**config.mk**
```make
export PLATFORM = sky130hd
export DESIGN_NAME = tdt_front
export DESIGN_NICKNAME = d
export VERILOG_FILES = /design/src/design/thermistor_divider_to_temperature_assert.svh /design/src/design/tdt_pkg.sv /design/src/design/tdt_front.sv
export SDC_FILE = /design/constraint.sdc
export NUM_CORES = 1
export LEC_CHECK = 0
export BUFFER_PORTS_ARGS = -buffer_cell sky130_fd_sc_hd__buf_2
export CORE_MARGIN = 2
export CORE_UTILIZATION = 45
export DETAILED_ROUTE_END_ITERATION = 12
export PLACE_DENSITY_LB_ADDON = 0.08
export SETUP_SLACK_MARGIN = 0.1
export SYNTH_ARGS = -nofsm -noshare
export SYNTH_HDL_FRONTEND = slang
export SYNTH_SLANG_ARGS = --single-unit
```
**constraint.sdc**
```tcl
create_clock -name vclk -period 20.2
set_clock_uncertainty 0.1 [all_clocks]
set_input_delay 1.01 -clock vclk [all_inputs]
set_output_delay 1.01 -clock vclk [all_outputs]
set_load 0.01 [all_outputs]
```
**src/design/thermistor_divider_to_temperature_assert.svh**
```systemverilog
// Assertion macros used by the thermistor conversion RTL.
// No dependencies; included by the modules that carry assertions.
`ifndef THERMISTOR_DIVIDER_TO_TEMPERATURE_ASSERT_SVH
`define THERMISTOR_DIVIDER_TO_TEMPERATURE_ASSERT_SVH

// Same-cycle implication, disabled while reset is asserted.
`define TDT_ASSERT_IMPL(label, clk, rst_n, ante, cons, msg) \
    label: assert property (@(posedge clk) disable iff (!rst_n) (ante) |-> (cons)) \
        else $error(msg);

// Next-cycle implication, disabled while reset is asserted.
`define TDT_ASSERT_NEXT(label, clk, rst_n, ante, cons, msg) \
    label: assert property (@(posedge clk) disable iff (!rst_n) (ante) |=> (cons)) \
        else $error(msg);

`endif

```
**src/design/tdt_pkg.sv**
```systemverilog
// Shared types and constants for the thermistor divider to temperature block.
// No dependencies.
package tdt_pkg;

    localparam int MV_W       = 16;
    localparam int RS_W       = 24;
    localparam int VR_W       = 16;
    localparam int COEF_W     = 48;
    localparam int TEMP_W     = 32;
    localparam int RES_W      = 32;
    localparam int STAT_W     = 3;
    localparam int CFG_IDX_W  = 3;
    localparam int CFG_DATA_W = 48;
    localparam int NUM_W      = 42;   // 2*mv*Rs + d
    localparam int DEN_W      = 17;   // 2*d
    localparam int FIFO_DEPTH = 4;
    localparam int FIFO_PTR_W = 2;
    localparam int FIFO_CNT_W = 3;

    localparam logic [63:0] LN2_Q64     = 64'hB17217F7D1CF79AC;
    localparam logic [16:0] HALF_OFFSET = 17'd54629;

    typedef logic [STAT_W-1:0] t_status;
    localparam t_status ST_OK       = 3'd0;
    localparam t_status ST_NO_COEFF = 3'd1;
    localparam t_status ST_ZERO_REF = 3'd2;
    localparam t_status ST_HIGH_MV  = 3'd3;
    localparam t_status ST_BAD_R    = 3'd4;

    typedef logic [CFG_IDX_W-1:0] t_cfg_idx;
    localparam t_cfg_idx CFG_SERIES_R = 3'd0;
    localparam t_cfg_idx CFG_REF_MV   = 3'd1;
    localparam t_cfg_idx CFG_COEFF_A  = 3'd2;
    localparam t_cfg_idx CFG_COEFF_B  = 3'd3;
    localparam t_cfg_idx CFG_COEFF_C  = 3'd4;
    localparam t_cfg_idx CFG_VALID    = 3'd5;

    typedef struct packed {
        logic [RS_W-1:0]          rs;
        logic [VR_W-1:0]          vr;
        logic signed [COEF_W-1:0] a;
        logic signed [COEF_W-1:0] b;
        logic signed [COEF_W-1:0] c;
        logic                     valid;
    } t_cfg;

    typedef struct packed {
        t_status          status;
        logic [NUM_W-1:0] num;
        logic [DEN_W-1:0] den2;
    } t_job;

endpackage

```
**src/design/tdt_front.sv**
```systemverilog
// Front end: classify each sample and form the resistance division operands.
// Depends on tdt_pkg.
module tdt_front (
    input  tdt_pkg::t_cfg              i_cfg,
    input  logic [tdt_pkg::MV_W-1:0]   i_mv,
    input  logic                       i_push,
    input  logic                       i_full,
    output logic                       o_wr,
    output tdt_pkg::t_job              o_job
);

    logic [tdt_pkg::VR_W-1:0] w_vr_m1;
    logic [tdt_pkg::VR_W-1:0] w_d;
    logic [39:0]              w_prod;

    assign o_wr    = i_push && !i_full;
    assign w_vr_m1 = i_cfg.vr - 16'd1;
    assign w_d     = i_cfg.vr - i_mv;
    assign w_prod  = 40'(i_mv) * 40'(i_cfg.rs);

    always_comb begin
        priority if (!i_cfg.valid) begin
            o_job.status = tdt_pkg::ST_NO_COEFF;
        end else if (i_cfg.vr == '0 || i_cfg.rs == '0) begin
            o_job.status = tdt_pkg::ST_ZERO_REF;
        end else if (i_mv >= w_vr_m1) begin
            o_job.status = tdt_pkg::ST_HIGH_MV;
        end else begin
            o_job.status = tdt_pkg::ST_OK;
        end
        // Round half up: (2*mv*Rs + d) / (2*d)
        o_job.num  = tdt_pkg::NUM_W'({w_prod, 1'b0}) + tdt_pkg::NUM_W'(w_d);
        o_job.den2 = {w_d, 1'b0};
    end

endmodule

```
==> impl_metrics.ini <==
[floorplan]
fp-row-count = 67
die_w_um = 189
die_h_um = 189
start_util_pct = 45.8
coreArea_sq_mm = 0.0336
dieArea_sq_mm = 0.0357
ios = 266

[critical_path]
cp.arrival_ns = 8.95
crit_top_cell = fa_1
critical_path_required_ns = 19.09
worstPathMaxFanout = 26
worst_path_dominant_cell_family = adder cells
slowest_stage = a211oi_1
crit_type = in -> out
worst-path-buf-inv = 5
cp-start-kind = input port
end_kind = output pin
critPathMaxStageDelay_ns = 0.74

[finish]
num_antenna_cells = 0
design.seq.count = 0
fin_cells = 2368
drive_above_1_share_pct = 7.81
nClkBuffers = 0
post-route-util_pct = 48.2
fill_cells = 3412
final_nets = 2592
area_delta_synth_final_pct = 5.32
seqCellArea_sq_um = 0

[status]
status = finished clean

[drt]
drtIter0Drc = 628
first_pass_iters = 5
avgViaCountPerCell = 5.28
drcViolationCount = 0
wl_per_cell_um = 17.7
final_antenna_net_count = 0
routed_wl_mm = 42.0
vias = 12500

[synth]
synth_top_cell_by_area = fa_1
ys_types = 76
synth_warnings = 0
yosysMostFrequentCell = inv_1
yosys.area.top_type_share_pct = 40.1
syn_area_per_cell_sq_um = 8.19
synth_cells = 1880
netlist_top_cells_count = inv_1 (392), fa_1 (308), nand2_1 (287), ha_1 (159), and2_1 (153)
synth_area_sq_mm = 0.0154
yosys-top-cells-area = fa_1 (40%), ha_1 (13%), inv_1 (9.6%), nand2_1 (7.0%), and2_1 (6.2%)
ys_seq_area_share_pct = 0

[sta]
hold_viol_final = 0
worst_pin_slew_ns = 0.823
holdWs_ns = 2.15
fmax_mhz = 99.4
slew_headroom_pct = 44.8
setup_violations = 0
setup_tns_ns = 0
rsz0062_at_grt = false
fin_crit_ns = 10.06
period_share_pct = 49.8
maxSlewViolCount = 0

[global_routing]
grt_overflow_total = 0
grt_antenna_before_repair = 1
grt_max_degree = 27
grt_pass1_vias = 13200
grt_pass1_wl_mm = 71.0
grt.total_usage_pct = 24.8

[place]
numPortBuffers = 120
post-place-cells = 2368
gp_congestion = 0.876
dp_hpwl_mm = 33.5

[cts]
cts-hold-fix-buffers = 0
postCtsResizedCells = 0
post_cts.repair.setup_buffers = 0

[run]
max_cap_violations = 0

[hold_path]
hold_class = in -> out
## worst paths after layout
path	cells past startpoint	slack, ns	endpoint	startpoint
worst min-delay path	3	2.15	o_wr	i_full
worst max-delay path	27	10.14	o_job[54]	i_mv[6]
## worst min-delay path: cells and delay by family
| kind | cells | cell delay [ns] |
|---|---|---|
| buffers and inverters | 2 | 0.20 |
| and+or+nand+nor | 1 | 0.03 |
## cell families after synthesis
kind of cell,Yosys count,share of synthesized area (%)
buf+inv,473,11.8
mux,3,0.195
compound gates,219,9.62
simple gates,623,20.0
other cells,1,0.0244
xor+xnor,94,5.35
fa+ha+maj,467,53.0
## stage by stage
step,setup WS [ns],cell area [sq um]
global route,9.58,16200
floorplan,11.30,15400
detailed placement,10.14,16200
global placement,10.24,16200
CTS,10.10,16200
finish,10.14,16200
## routing by layer
metal | track usage [%] | vias up | part of all wire, %
met1 | 37.3 | 6343 | 49
met3 | 1.08 | 29 | 4.1
met4 | 1.74 | 0 | 0.96
li1 | - | 5864 | -
met2 | 41.4 | 273 | 46
met5 | 0 | - | 0
## area by class of cell
cell class         instances  area (sq um)  share of cell area, %
well taps                448           561                   3.46
inverters                392          1470                   9.08
multi-input cells       1408         13600                   83.8
repair buffers           120           601                   3.70
## layout by cell type, fill, tap and decap left out, drive strengths merged, types with 29 or more instances in the layout
| cell | n |
|---|---|
| inv | 392 |
| and2 | 155 |
| o21ai | 35 |
| buf | 120 |
| a21o | 39 |
| fa | 308 |
| nand2 | 288 |
| a21oi | 57 |
| nor2 | 52 |
| xor2 | 29 |
| ha | 159 |
| xnor2 | 65 |
Power is left out: the tool's default activity adds up to more than one toggle a clock period on the data nets, which glitch-free logic cannot reach.
