===== config.mk =====
export PLATFORM = sky130hd
export DESIGN_NAME = tdt_fifo
export DESIGN_NICKNAME = d
export VERILOG_FILES = /design/src/design/thermistor_divider_to_temperature_assert.svh /design/src/design/tdt_pkg.sv /design/src/design/tdt_fifo.sv
export SDC_FILE = /design/constraint.sdc
export NUM_CORES = 1
export LEC_CHECK = 0
export ABC_AREA = 1
export BUFFER_PORTS_ARGS = -buffer_cell sky130_fd_sc_hd__clkbuf_2
export CORE_MARGIN = 2
export CORE_UTILIZATION = 40
export DETAILED_ROUTE_END_ITERATION = 6
export PLACE_DENSITY = 0.61
export RECOVER_POWER = 100
export SYNTH_ARGS = -nofsm -noshare
export SYNTH_HDL_FRONTEND = slang
export SYNTH_SLANG_ARGS = --single-unit

===== constraint.sdc =====
create_clock -name i_clk -period 2.4 [get_ports i_clk]
set_input_delay 0.24 -clock i_clk [delete_from_list [all_inputs] [get_ports i_clk]]
set_output_delay 0.24 -clock i_clk [all_outputs]
set_load 0.01 [all_outputs]

===== src/design/thermistor_divider_to_temperature_assert.svh =====
// Assertion macros used by the thermistor conversion RTL.
// No dependencies; included by the modules that carry assertions.
`ifndef THERMISTOR_DIVIDER_TO_TEMPERATURE_ASSERT_SVH
`define THERMISTOR_DIVIDER_TO_TEMPERATURE_ASSERT_SVH

// Same-cycle implication, disabled while reset is asserted.
`define TDT_ASSERT_IMPL(label, clk, rst_n, ante, cons, msg) \
    label: assert property (@(posedge clk) disable iff (!rst_n) (ante) |-> (cons)) \
        else $error(msg);

// Next-cycle implication, disabled while reset is asserted.
`define TDT_ASSERT_NEXT(label, clk, rst_n, ante, cons, msg) \
    label: assert property (@(posedge clk) disable iff (!rst_n) (ante) |=> (cons)) \
        else $error(msg);

`endif


===== src/design/tdt_pkg.sv =====
// Shared types and constants for the thermistor divider to temperature block.
// No dependencies.
package tdt_pkg;

    localparam int MV_W       = 16;
    localparam int RS_W       = 24;
    localparam int VR_W       = 16;
    localparam int COEF_W     = 48;
    localparam int TEMP_W     = 32;
    localparam int RES_W      = 32;
    localparam int STAT_W     = 3;
    localparam int CFG_IDX_W  = 3;
    localparam int CFG_DATA_W = 48;
    localparam int NUM_W      = 42;   // 2*mv*Rs + d
    localparam int DEN_W      = 17;   // 2*d
    localparam int FIFO_DEPTH = 4;
    localparam int FIFO_PTR_W = 2;
    localparam int FIFO_CNT_W = 3;

    localparam logic [63:0] LN2_Q64     = 64'hB17217F7D1CF79AC;
    localparam logic [16:0] HALF_OFFSET = 17'd54629;

    typedef logic [STAT_W-1:0] t_status;
    localparam t_status ST_OK       = 3'd0;
    localparam t_status ST_NO_COEFF = 3'd1;
    localparam t_status ST_ZERO_REF = 3'd2;
    localparam t_status ST_HIGH_MV  = 3'd3;
    localparam t_status ST_BAD_R    = 3'd4;

    typedef logic [CFG_IDX_W-1:0] t_cfg_idx;
    localparam t_cfg_idx CFG_SERIES_R = 3'd0;
    localparam t_cfg_idx CFG_REF_MV   = 3'd1;
    localparam t_cfg_idx CFG_COEFF_A  = 3'd2;
    localparam t_cfg_idx CFG_COEFF_B  = 3'd3;
    localparam t_cfg_idx CFG_COEFF_C  = 3'd4;
    localparam t_cfg_idx CFG_VALID    = 3'd5;

    typedef struct packed {
        logic [RS_W-1:0]          rs;
        logic [VR_W-1:0]          vr;
        logic signed [COEF_W-1:0] a;
        logic signed [COEF_W-1:0] b;
        logic signed [COEF_W-1:0] c;
        logic                     valid;
    } t_cfg;

    typedef struct packed {
        t_status          status;
        logic [NUM_W-1:0] num;
        logic [DEN_W-1:0] den2;
    } t_job;

endpackage


===== src/design/tdt_fifo.sv =====
// Short queue of classified jobs between the front end and the pipeline.
// Depends on tdt_pkg.
module tdt_fifo (
    input  logic          i_clk,
    input  logic          i_rst_n,
    input  logic          i_wr,
    input  tdt_pkg::t_job i_job,
    output logic          o_full,
    input  logic          i_rd,
    output tdt_pkg::t_job o_job,
    output logic          o_empty
);

    tdt_pkg::t_job                    r_mem [0:tdt_pkg::FIFO_DEPTH-1];
    logic [tdt_pkg::FIFO_PTR_W-1:0]   r_wr_ptr;
    logic [tdt_pkg::FIFO_PTR_W-1:0]   r_rd_ptr;
    logic [tdt_pkg::FIFO_CNT_W-1:0]   r_count;
    logic                             w_do_rd;

    assign o_full  = (r_count == tdt_pkg::FIFO_CNT_W'(tdt_pkg::FIFO_DEPTH));
    assign o_empty = (r_count == '0);
    assign o_job   = r_mem[r_rd_ptr];
    assign w_do_rd = i_rd && !o_empty;

    always_ff @(posedge i_clk) begin
        if (!i_rst_n) begin
            r_wr_ptr <= '0;
            r_rd_ptr <= '0;
            r_count  <= '0;
        end else begin
            if (i_wr) begin
                r_wr_ptr <= r_wr_ptr + 1'b1;
            end
            if (w_do_rd) begin
                r_rd_ptr <= r_rd_ptr + 1'b1;
            end
            r_count <= r_count + tdt_pkg::FIFO_CNT_W'(i_wr) - tdt_pkg::FIFO_CNT_W'(w_do_rd);
        end
    end

    always_ff @(posedge i_clk) begin
        if (i_wr) begin
            r_mem[r_wr_ptr] <= i_job;
        end
    end

endmodule


==> impl_metrics.json, run 1 <==
{
  "grt_pass1_vias": 6001,
  "cts_setup_buffers": 0,
  "cp_data_required_time_ns": 2.16,
  "power_switching_mw": 3.44,
  "cts_buffer_depth": 3,
  "tritoncts": "done",
  "ant_nets": 0,
  "synth-edff-count": 248,
  "yosys-top-cells-count": "edfxtp_1 (248), o21ai_0 (113), nor2_1 (71)",
  "holdCritStartpoint": "i_rst_n",
  "drtIter0Drc": 378,
  "fin_setup_tns_ns": 0,
  "drc": 0,
  "synth.distinct_cells": 23,
  "num_rows": 58,
  "post-route-min-period_ns": 2.30,
  "core_mm2": 0.0252,
  "grt_util_all_layers": 0.158,
  "diodes": 0,
  "setup_violations": 0,
  "p_int_mw": 8.30,
  "cts.htree.levels": 1,
  "yosysTopAreaCell": "edfxtp_1",
  "die_area_mm2": 0.0269,
  "cts_resized": 0,
  "synth-seq-cells": 257,
  "synthFlopType": "edfxtp_1",
  "yosys_warnings": 0,
  "routed_via_density": 5.02,
  "grt-ovfl-total": 0,
  "num_io_pins": 130,
  "root_buffer": "clkbuf_16",
  "cp_max_fo": 124,
  "crit_type": "flop to primary output",
  "rsz0062_at_grt": "no",
  "hold_violations": 0,
  "synth_cells": 661,
  "synth_top_area_frac": 0.728,
  "fmax_mhz": 434,
  "min_path_type": "input pin to flop",
  "hold-worst-slack_ns": 0.0223,
  "cts_buffers": 26,
  "fp.dieW_um": 164,
  "fin_skew_ns": 0.0148,
  "path_clk_slew_ns": 0.06,
  "grt_max_degree": 125,
  "pwr-share-clk": 0.324,
  "gp_congestion": 0.695,
  "drtPass1Iterations": 4,
  "ir_drop_uv": 501,
  "clk_latency_ns": 0.52,
  "multiInputGateArea_mm2": 0.00221,
  "die_h_um": 164,
  "hpwlAfterDp_mm": 12.2,
  "p_sw_frac": 0.293,
  "finalPower_mw": 11.7,
  "worstSetupStartpointType": "flop",
  "area_growth_syn_to_layout_pct": 21.7,
  "power_density_mw_per_mm2": 943,
  "drv_cap": 0,
  "combPwrFrac": 0.230,
  "outcome": "complete, no violations",
  "synthTopCellsByArea": "edfxtp_1 (73%), o22ai_2 (7.3%), o21ai_0 (5.5%)",
  "routed_wl_mm": 21.6,
  "power_frac_seq": 0.447,
  "via_count": 6065,
  "routedWlPerCell_um": 17.8,
  "syn_area_per_cell_um2": 15.5,
  "async_reset_ff_frac": 0,
  "cts_sinks": 257,
  "yosysSeqAreaShare": 0.746,
  "yosysMostFrequentCell": "edfxtp_1",
  "floorplan.initialDensity": 0.406,
  "worst_pin_slew_ns": 1.39,
  "fin_crit_sh": 0.959,
  "syn-num-nets": 734,
  "endpoint_kind": "primary output",
  "io_buffers": 129,
  "final_net_count": 932,
  "p_leak_nw": 4.09,
  "fill_cells": 2181,
  "r2r-start": "r_wr_ptr[0]$_SDFFE_PN0P_",
  "grt_pass1_wl_mm": 32.8,
  "slew_violations": 0,
  "synth.cell_area_mm2": 0.0102,
  "arrival_ns": 2.06,
  "antenna_found_initial": 1,
  "final_layout_size_suffix_gt1_frac": 0.224,
  "slew_headroom": 0.0751,
  "regArea_mm2": 0.00763
}
## what timing repair did
| action | 4_1_cts | 5_1_grt |
|---|---|---|
| setup endpoints to repair | 0 | 0 |
| hold endpoints to repair | 250 | 0 |
| hold buffers | 63 | 0 |
## per-stage QoR
stage / utilization / worst slack (ns) / cells / instance area [µm²]
floorplan: - / 0.189 / 661 / 10200
global placement: 0.444 / 0.500 / 1098 / 11200
detailed placement: 0.444 / 0.477 / 1098 / 11200
CTS: 0.501 / 0.120 / 1209 / 12600
global route: 0.494 / 0.0102 / 1209 / 12400
finish: 0.494 / 0.0978 / 1209 / 12400
## registers in the layout, summed over array words and instances (netlist names), named ones only
name	flops
r_count	3
r_mem	248
r_rd_ptr	2
r_wr_ptr	2
## cell usage in the layout (no fill, tap or decap), drive strengths merged, types with 8 or more instances in the layout
cell         netlist  layout
buf               24      10
clkbuf            16     174
clkinv             0       8
dfxtp              9       9
dlygate4sd3        0      63
edfxtp           248     248
inv               18      14
nand2             12      12
nor2             131     131
o21ai            126     126
o22ai             62      62
## cells by family after synthesis
| group | synth area share |
|---|---|
| simple gates | 0.0689 |
| compound gates | 0.139 |
| flops | 0.746 |
| buf+inv | 0.0375 |
| fa+ha+maj | 0.00930 |
## worst paths after layout
check	endpoint	slack, ns	cells after the start
hold reg to reg	flop	0.48	2
setup / recovery	o_job[55]	0.1	4
hold / removal	r_count[0]$_SDFF_PN0_	0.02	3
setup reg to reg	r_mem[3][20]$_DFFE_PP_	0.29	4
## power groups by stage
stage          Combinational, mW  Sequential, mW  Clock (mW)
6_report                    2.69            5.24        3.80
5_1_grt                     2.98            5.26        4.07
4_1_cts                     2.85            5.24        3.89
3_5_place_dp                2.77            5.33           0
3_3_place_gp                2.74            5.33           0
2_1_floorplan               1.92            5.30           0
## worst max-delay path, cell delays in order, from the launching register on
cell,delay (ns)
dfxtp_4,0.39
buf_12,0.38
o21ai_0,0.23
o22ai_2,0.23
clkbuf_1,0.18
## metal layers
layer	GRT usage	vias to the layer above	part of all wire
met2	0.255	157	0.46
met5	0	-	0.00051
met3	0.0306	35	0.051
met4	0.0415	2	0.019
li1	-	2870	-
met1	0.220	3001	0.47
## layout make-up
type / count / area share
Clock buffer: 37 / 0.0581
Clock inverter: 11 / 0.00663
Inverter: 18 / 0.00643
Multi-Input combinational cell: 346 / 0.178
Sequential cell: 257 / 0.613
Tap cell: 330 / 0.0332
Timing Repair Buffer: 210 / 0.105
Power figures use the tool's default switching activity.
==> inputs of run 2 (changes only) <==
==> constraint.sdc (replaced) <==
create_clock -name i_clk -period 2.35 [get_ports i_clk]
set_input_delay 0.235 -clock i_clk [delete_from_list [all_inputs] [get_ports i_clk]]
set_output_delay 0.235 -clock i_clk [all_outputs]
set_load 0.01 [all_outputs]
==> run 2 against run 1 <==
  * Cell area unchanged
  * Total power grew 0.87%
  * Global-route usage decreased by 0.53 points
  * Utilization unchanged
  * Sequential cell count did not move
  * Via count shrank 2.3%
  * Worst setup slack better by 0.052 ns
  * Clock skew down 0.0041 ns
  * Critical endpoint is now o_job[38]
==> impl_metrics.json, run 2 (synthesized netlist as in run 1, its figures left out) <==
{
  "root_buffer": "clkbuf_16",
  "fin_util": 0.494,
  "drtIter0Drc": 460,
  "grt_max_degree": 71,
  "via_count": 5926,
  "drtPass1Iterations": 4,
  "grt_pass1_wl_mm": 31.7,
  "top_regs": "r_mem (248), r_count (3)",
  "die_h_um": 164,
  "cp_data_required_time_ns": 2.12,
  "core_mm2": 0.0252,
  "grt-ovfl-total": 0,
  "outcome": "complete, no violations",
  "p_sw_frac": 0.289,
  "final_cell_area_mm2": 0.0124,
  "combPwrFrac": 0.229,
  "power_switching_mw": 3.41,
  "gp_congestion": 0.688,
  "hpwlAfterDp_mm": 12.2,
  "cp_num_buf_inv": 3,
  "clk_latency_ns": 0.51,
  "final_layout_size_suffix_gt1_frac": 0.224,
  "routedWlPerCell_um": 17.0,
  "slew_headroom": 0.136,
  "final_common_cell": "edfxtp_1",
  "rsz0062_at_grt": "no",
  "slew_violations": 0,
  "diodes": 0,
  "ir_drop_uv": 471,
  "final_cell_mix": "edfxtp_1 (248), clkbuf_1 (125), o21ai_0 (113)",
  "p_leak_nw": 4.11,
  "fin_setup_tns_ns": 0,
  "crit_family": "buffers and inverters",
  "ant_nets": 0,
  "post-route-min-period_ns": 2.20,
  "placedInstanceArea_mm2": 0.0112,
  "power_frac_seq": 0.453,
  "antenna_found_initial": 1,
  "die_area_mm2": 0.0269,
  "worstSetupStartpointType": "flop",
  "endpoint_kind": "primary output",
  "fin_skew_ns": 0.0108,
  "min_path_type": "input pin to flop",
  "grt_pass1_vias": 5692,
  "power_density_mw_per_mm2": 951,
  "drv_cap": 0,
  "cpPeakStageDelay_ns": 0.37,
  "floorplan.initialDensity": 0.406,
  "regMostFlops": "r_mem",
  "grt_util_all_layers": 0.152,
  "num_io_pins": 130,
  "cp_max_fo": 54,
  "fin_crit_sh": 0.936,
  "cts_setup_buffers": 0,
  "fmax_mhz": 455,
  "drc": 0,
  "num_rows": 58,
  "io_buffers": 129,
  "hold_violations": 0,
  "cp_cell_sequence": "inv_8 -> buf_4 -> o21ai_0 -> o22ai_2 -> clkbuf_1",
  "cts.htree.levels": 1,
  "area_growth_syn_to_layout_pct": 21.7,
  "cts_buffers": 27,
  "worst_pin_slew_ns": 1.30,
  "fp.dieW_um": 164,
  "arrival_ns": 1.96,
  "largest_reg_flops": 248,
  "crit_type": "flop to primary output",
  "cts_buffer_depth": 3,
  "tritoncts": "done",
  "routed_wl_mm": 20.6,
  "setup_violations": 0,
  "cts_sinks": 257,
  "cp_slowest_cell": "dfxtp_4",
  "p_int_mw": 8.42,
  "routed_via_density": 4.90,
  "pwr-share-clk": 0.318,
  "final_net_count": 936,
  "path_clk_slew_ns": 0.05,
  "hold-worst-slack_ns": 0.0410
}
-- run 2: worst min-delay path, cell delays in order --
cell	delay, ns
clkbuf_2	0.16
inv_1	0.08
nor2_1	0.03
-- run 2: final timing paths --
path                             from                        to  slack (ns)  depth (start not counted)
max                              flop                 o_job[38]        0.15                          5
min                           i_rst_n     r_count[1]$_SDFF_PN0_        0.04                          3
max reg2reg  r_wr_ptr[0]$_SDFFE_PN0P_    r_mem[0][44]$_DFFE_PP_        0.24                          5
min reg2reg  r_rd_ptr[0]$_SDFFE_PN0P_  r_rd_ptr[0]$_SDFFE_PN0P_        0.49                          2
-- run 2: per-stage QoR --
stage	std cells	total power, mW	setup WS (ns)
3_5_place_dp	1101	8.25	0.444
4_1_cts	1210	12.1	0.0343
5_1_grt	1210	12.5	0.0347
3_3_place_gp	1101	8.22	0.463
2_1_floorplan	661	7.38	0.139
6_report	1210	11.8	0.150
-- run 2: cell type report --
type	count	area (µm²)
multi-input combinational	346	2220
fill	2216	12700
clock buffer	39	751
inverter	18	85.1
sequential	257	7630
tap	330	413
clock inverter	7	32.5
timing repair buffer	213	1310
-- run 2: metal layers --
layer | global-route usage | share of wire
met4 | 0.0331 | 0.013
met1 | 0.209 | 0.45
met5 | 0 | 0.00053
met2 | 0.248 | 0.47
met3 | 0.0356 | 0.070
-- run 2: power groups by stage --
stage | combinational [mW] | sequential [mW] | clock (mW)
detailed placement | 2.80 | 5.45 | 0
global route | 3.01 | 5.38 | 4.07
finish | 2.71 | 5.36 | 3.76
CTS | 2.89 | 5.36 | 3.87
global placement | 2.77 | 5.45 | 0
floorplan | 1.97 | 5.41 | 0
-- run 2: repair_timing --
item                                    4_1_cts  5_1_grt
hold buffers                                 63        0
cloned                                        0        0
endpoints found under the setup margin        1       19
endpoints found under the hold margin       249        0
resized for setup                             1        3
==> inputs of run 3 (changes only) <==
--- a/config.mk
+++ b/config.mk
@@ -10,7 +10,7 @@
 export CORE_MARGIN = 2
 export CORE_UTILIZATION = 40
 export DETAILED_ROUTE_END_ITERATION = 6
-export PLACE_DENSITY = 0.61
+export PLACE_DENSITY = 0.63
 export RECOVER_POWER = 100
 export SYNTH_ARGS = -nofsm -noshare
 export SYNTH_HDL_FRONTEND = slang
==> constraint.sdc (replaced) <==
create_clock -name i_clk -period 1.8 [get_ports i_clk]
set_input_delay 0.18 -clock i_clk [delete_from_list [all_inputs] [get_ports i_clk]]
set_output_delay 0.18 -clock i_clk [all_outputs]
set_load 0.01 [all_outputs]
==> run 3 against run 2 <==
  * First-iteration DRC count is 15% lower
  * Via count is 5.9% higher
  * The flow now finishes with violations (setup timing)
  * Clock-buffer cell count is 12 lower
  * Combinational power is 110% higher
  * Clock power is 53% higher
  * Critical path depth is 1 higher
  * Sequential power is 31% higher
  * Total power is 55% higher
  * Cell area is 11% higher
  * Die area stayed put
==> impl_metrics.json, run 3 (synthesized netlist as in run 1, its figures left out) <==
{
  "outcome": "finished with violations",
  "violations": "setup timing",
  "path_clk_slew_ns": 0.06,
  "area_growth_syn_to_layout_pct": 35.5,
  "antenna_found_initial": 1,
  "pwr-share-clk": 0.312,
  "slew_headroom": 0.607,
  "regMostFlops": "r_mem",
  "drtIter0Drc": 391,
  "cts_sinks": 257,
  "num_rows": 58,
  "largest_reg_flops": 248,
  "dpl_worst_slack_ns": 0.0166,
  "fin_skew_ns": 0.00626,
  "ir_drop_uv": 666,
  "rsz0062_at_grt": "yes",
  "p_sw_frac": 0.294,
  "worstSetupStartpointType": "flop",
  "min_path_type": "input pin to flop",
  "combPwrFrac": 0.306,
  "fin_setup_tns_ns": -4.62,
  "die_area_mm2": 0.0269,
  "power_frac_seq": 0.381,
  "cp_data_required_time_ns": 1.62,
  "top_regs": "r_mem (248), r_count (3)",
  "via_count": 6274,
  "worst_pin_slew_ns": 0.589,
  "cp_max_fo": 12,
  "worst_slack_ns": -0.112,
  "drtPass1Iterations": 4,
  "routedWlPerCell_um": 19.6,
  "p_leak_nw": 4.76,
  "p_int_mw": 13.0,
  "post-route-min-period_ns": 1.91,
  "cts_buffer_depth": 3,
  "final_common_cell": "edfxtp_1",
  "hold_violations": 0,
  "power_density_mw_per_mm2": 1330,
  "cp_num_buf_inv": 4,
  "grt_pass1_vias": 6421,
  "num_io_pins": 130,
  "crit_top_cell": "buf_12",
  "cp_cell_sequence": "buf_12 -> inv_8 -> buf_12 -> nor2_2 -> o22ai_2 -> buf_2",
  "cts.htree.levels": 1,
  "fmax_mhz": 523,
  "setup_violations": 64,
  "clk_latency_ns": 0.52,
  "drv_cap": 0,
  "grt_util_all_layers": 0.176,
  "grt_max_degree": 48,
  "final_net_count": 970,
  "cp_slowest_cell": "dfxtp_4",
  "floorplan.initialDensity": 0.406,
  "core_mm2": 0.0252,
  "gp_congestion": 0.686,
  "die_h_um": 164,
  "endpoint_kind": "primary output",
  "io_buffers": 129,
  "tritoncts": "done",
  "crit_type": "flop to primary output",
  "routed_via_density": 5.03,
  "drc": 0,
  "final_cell_mix": "edfxtp_1 (248), nor2_2 (104), clkbuf_1 (65)",
  "grt_pass1_wl_mm": 36.0,
  "crit_family": "buffers and inverters",
  "placedInstanceArea_mm2": 0.0114,
  "fin_crit_sh": 1.06,
  "grt-ovfl-total": 0,
  "power_switching_mw": 5.41,
  "final_layout_size_suffix_gt1_frac": 0.422,
  "hold-worst-slack_ns": 0.0552,
  "slew_violations": 0,
  "ant_nets": 0,
  "cpPeakStageDelay_ns": 0.38,
  "fill_cells": 2039,
  "root_buffer": "clkbuf_16",
  "fp.dieW_um": 164,
  "routed_wl_mm": 24.4,
  "cts_buffers": 27,
  "arrival_ns": 1.73,
  "hpwlAfterDp_mm": 11.9,
  "final_cell_area_mm2": 0.0139
}
==> run 3: stage by stage <==
step	cells	utilization	power, mW
floorplan	661	-	9.66
CTS	1238	0.540	18.0
global placement	1102	0.451	10.8
global route	1247	0.550	19.2
finish	1247	0.550	18.4
detailed placement	1102	0.451	10.9
==> run 3: tightest hold or removal path, cell delays in order <==
cell and delay [ns]:
clkbuf_2 0.16, inv_1 0.12, a21oi_1 0.07
==> run 3: power groups by stage <==
stage                     registers [mW]  clock network [mW]  logic, mW
after floorplan                     7.07                   0       2.59
after global placement              7.09                   0       3.73
final                               7.01                5.75       5.64
after CTS                           6.99                5.89       5.14
after global routing                7.03                6.12       6.04
after detailed placement            7.10                   0       3.78
==> run 3: what timing repair did <==
item	CTS	global route
resized for setup	130	112
endpoints found under the hold margin	257	0
setup endpoints to repair	62	64
gates cloned	13	7
hold buffers	64	0
pin swaps	1	2
setup buffers	11	1
==> run 3: final timing paths <==
check,from,end,slack [ns],depth (start not counted)
worst min-delay path,i_wr,r_wr_ptr[1]$_SDFFE_PN0P_,0.06,3
worst max register to register,r_count[1]$_SDFF_PN0_,r_count[1]$_SDFF_PN0_,-0.06,10
worst max-delay path,flop,o_job[58],-0.11,6
worst min register to register,r_rd_ptr[0]$_SDFFE_PN0P_,r_rd_ptr[0]$_SDFFE_PN0P_,0.50,2
==> run 3: cell type report <==
cell class              instances  area, µm²  share of cell area
flip-flops and latches        257       7640               0.551
multi-input cells             346       2590               0.187
repair buffers                243       2130               0.154
clock buffers                  27        676              0.0488
well taps                     330        413              0.0298
clock inverters                21        253              0.0182
inverters                      18        106             0.00767
repair inverters                4       50.0             0.00361
diodes                          1       2.50            0.000181
==> run 3: routing by layer <==
metal,track usage,routed length [µm]
met5,0,0
met4,0.0391,329
met3,0.0348,1240
met2,0.296,11700
met1,0.238,11200
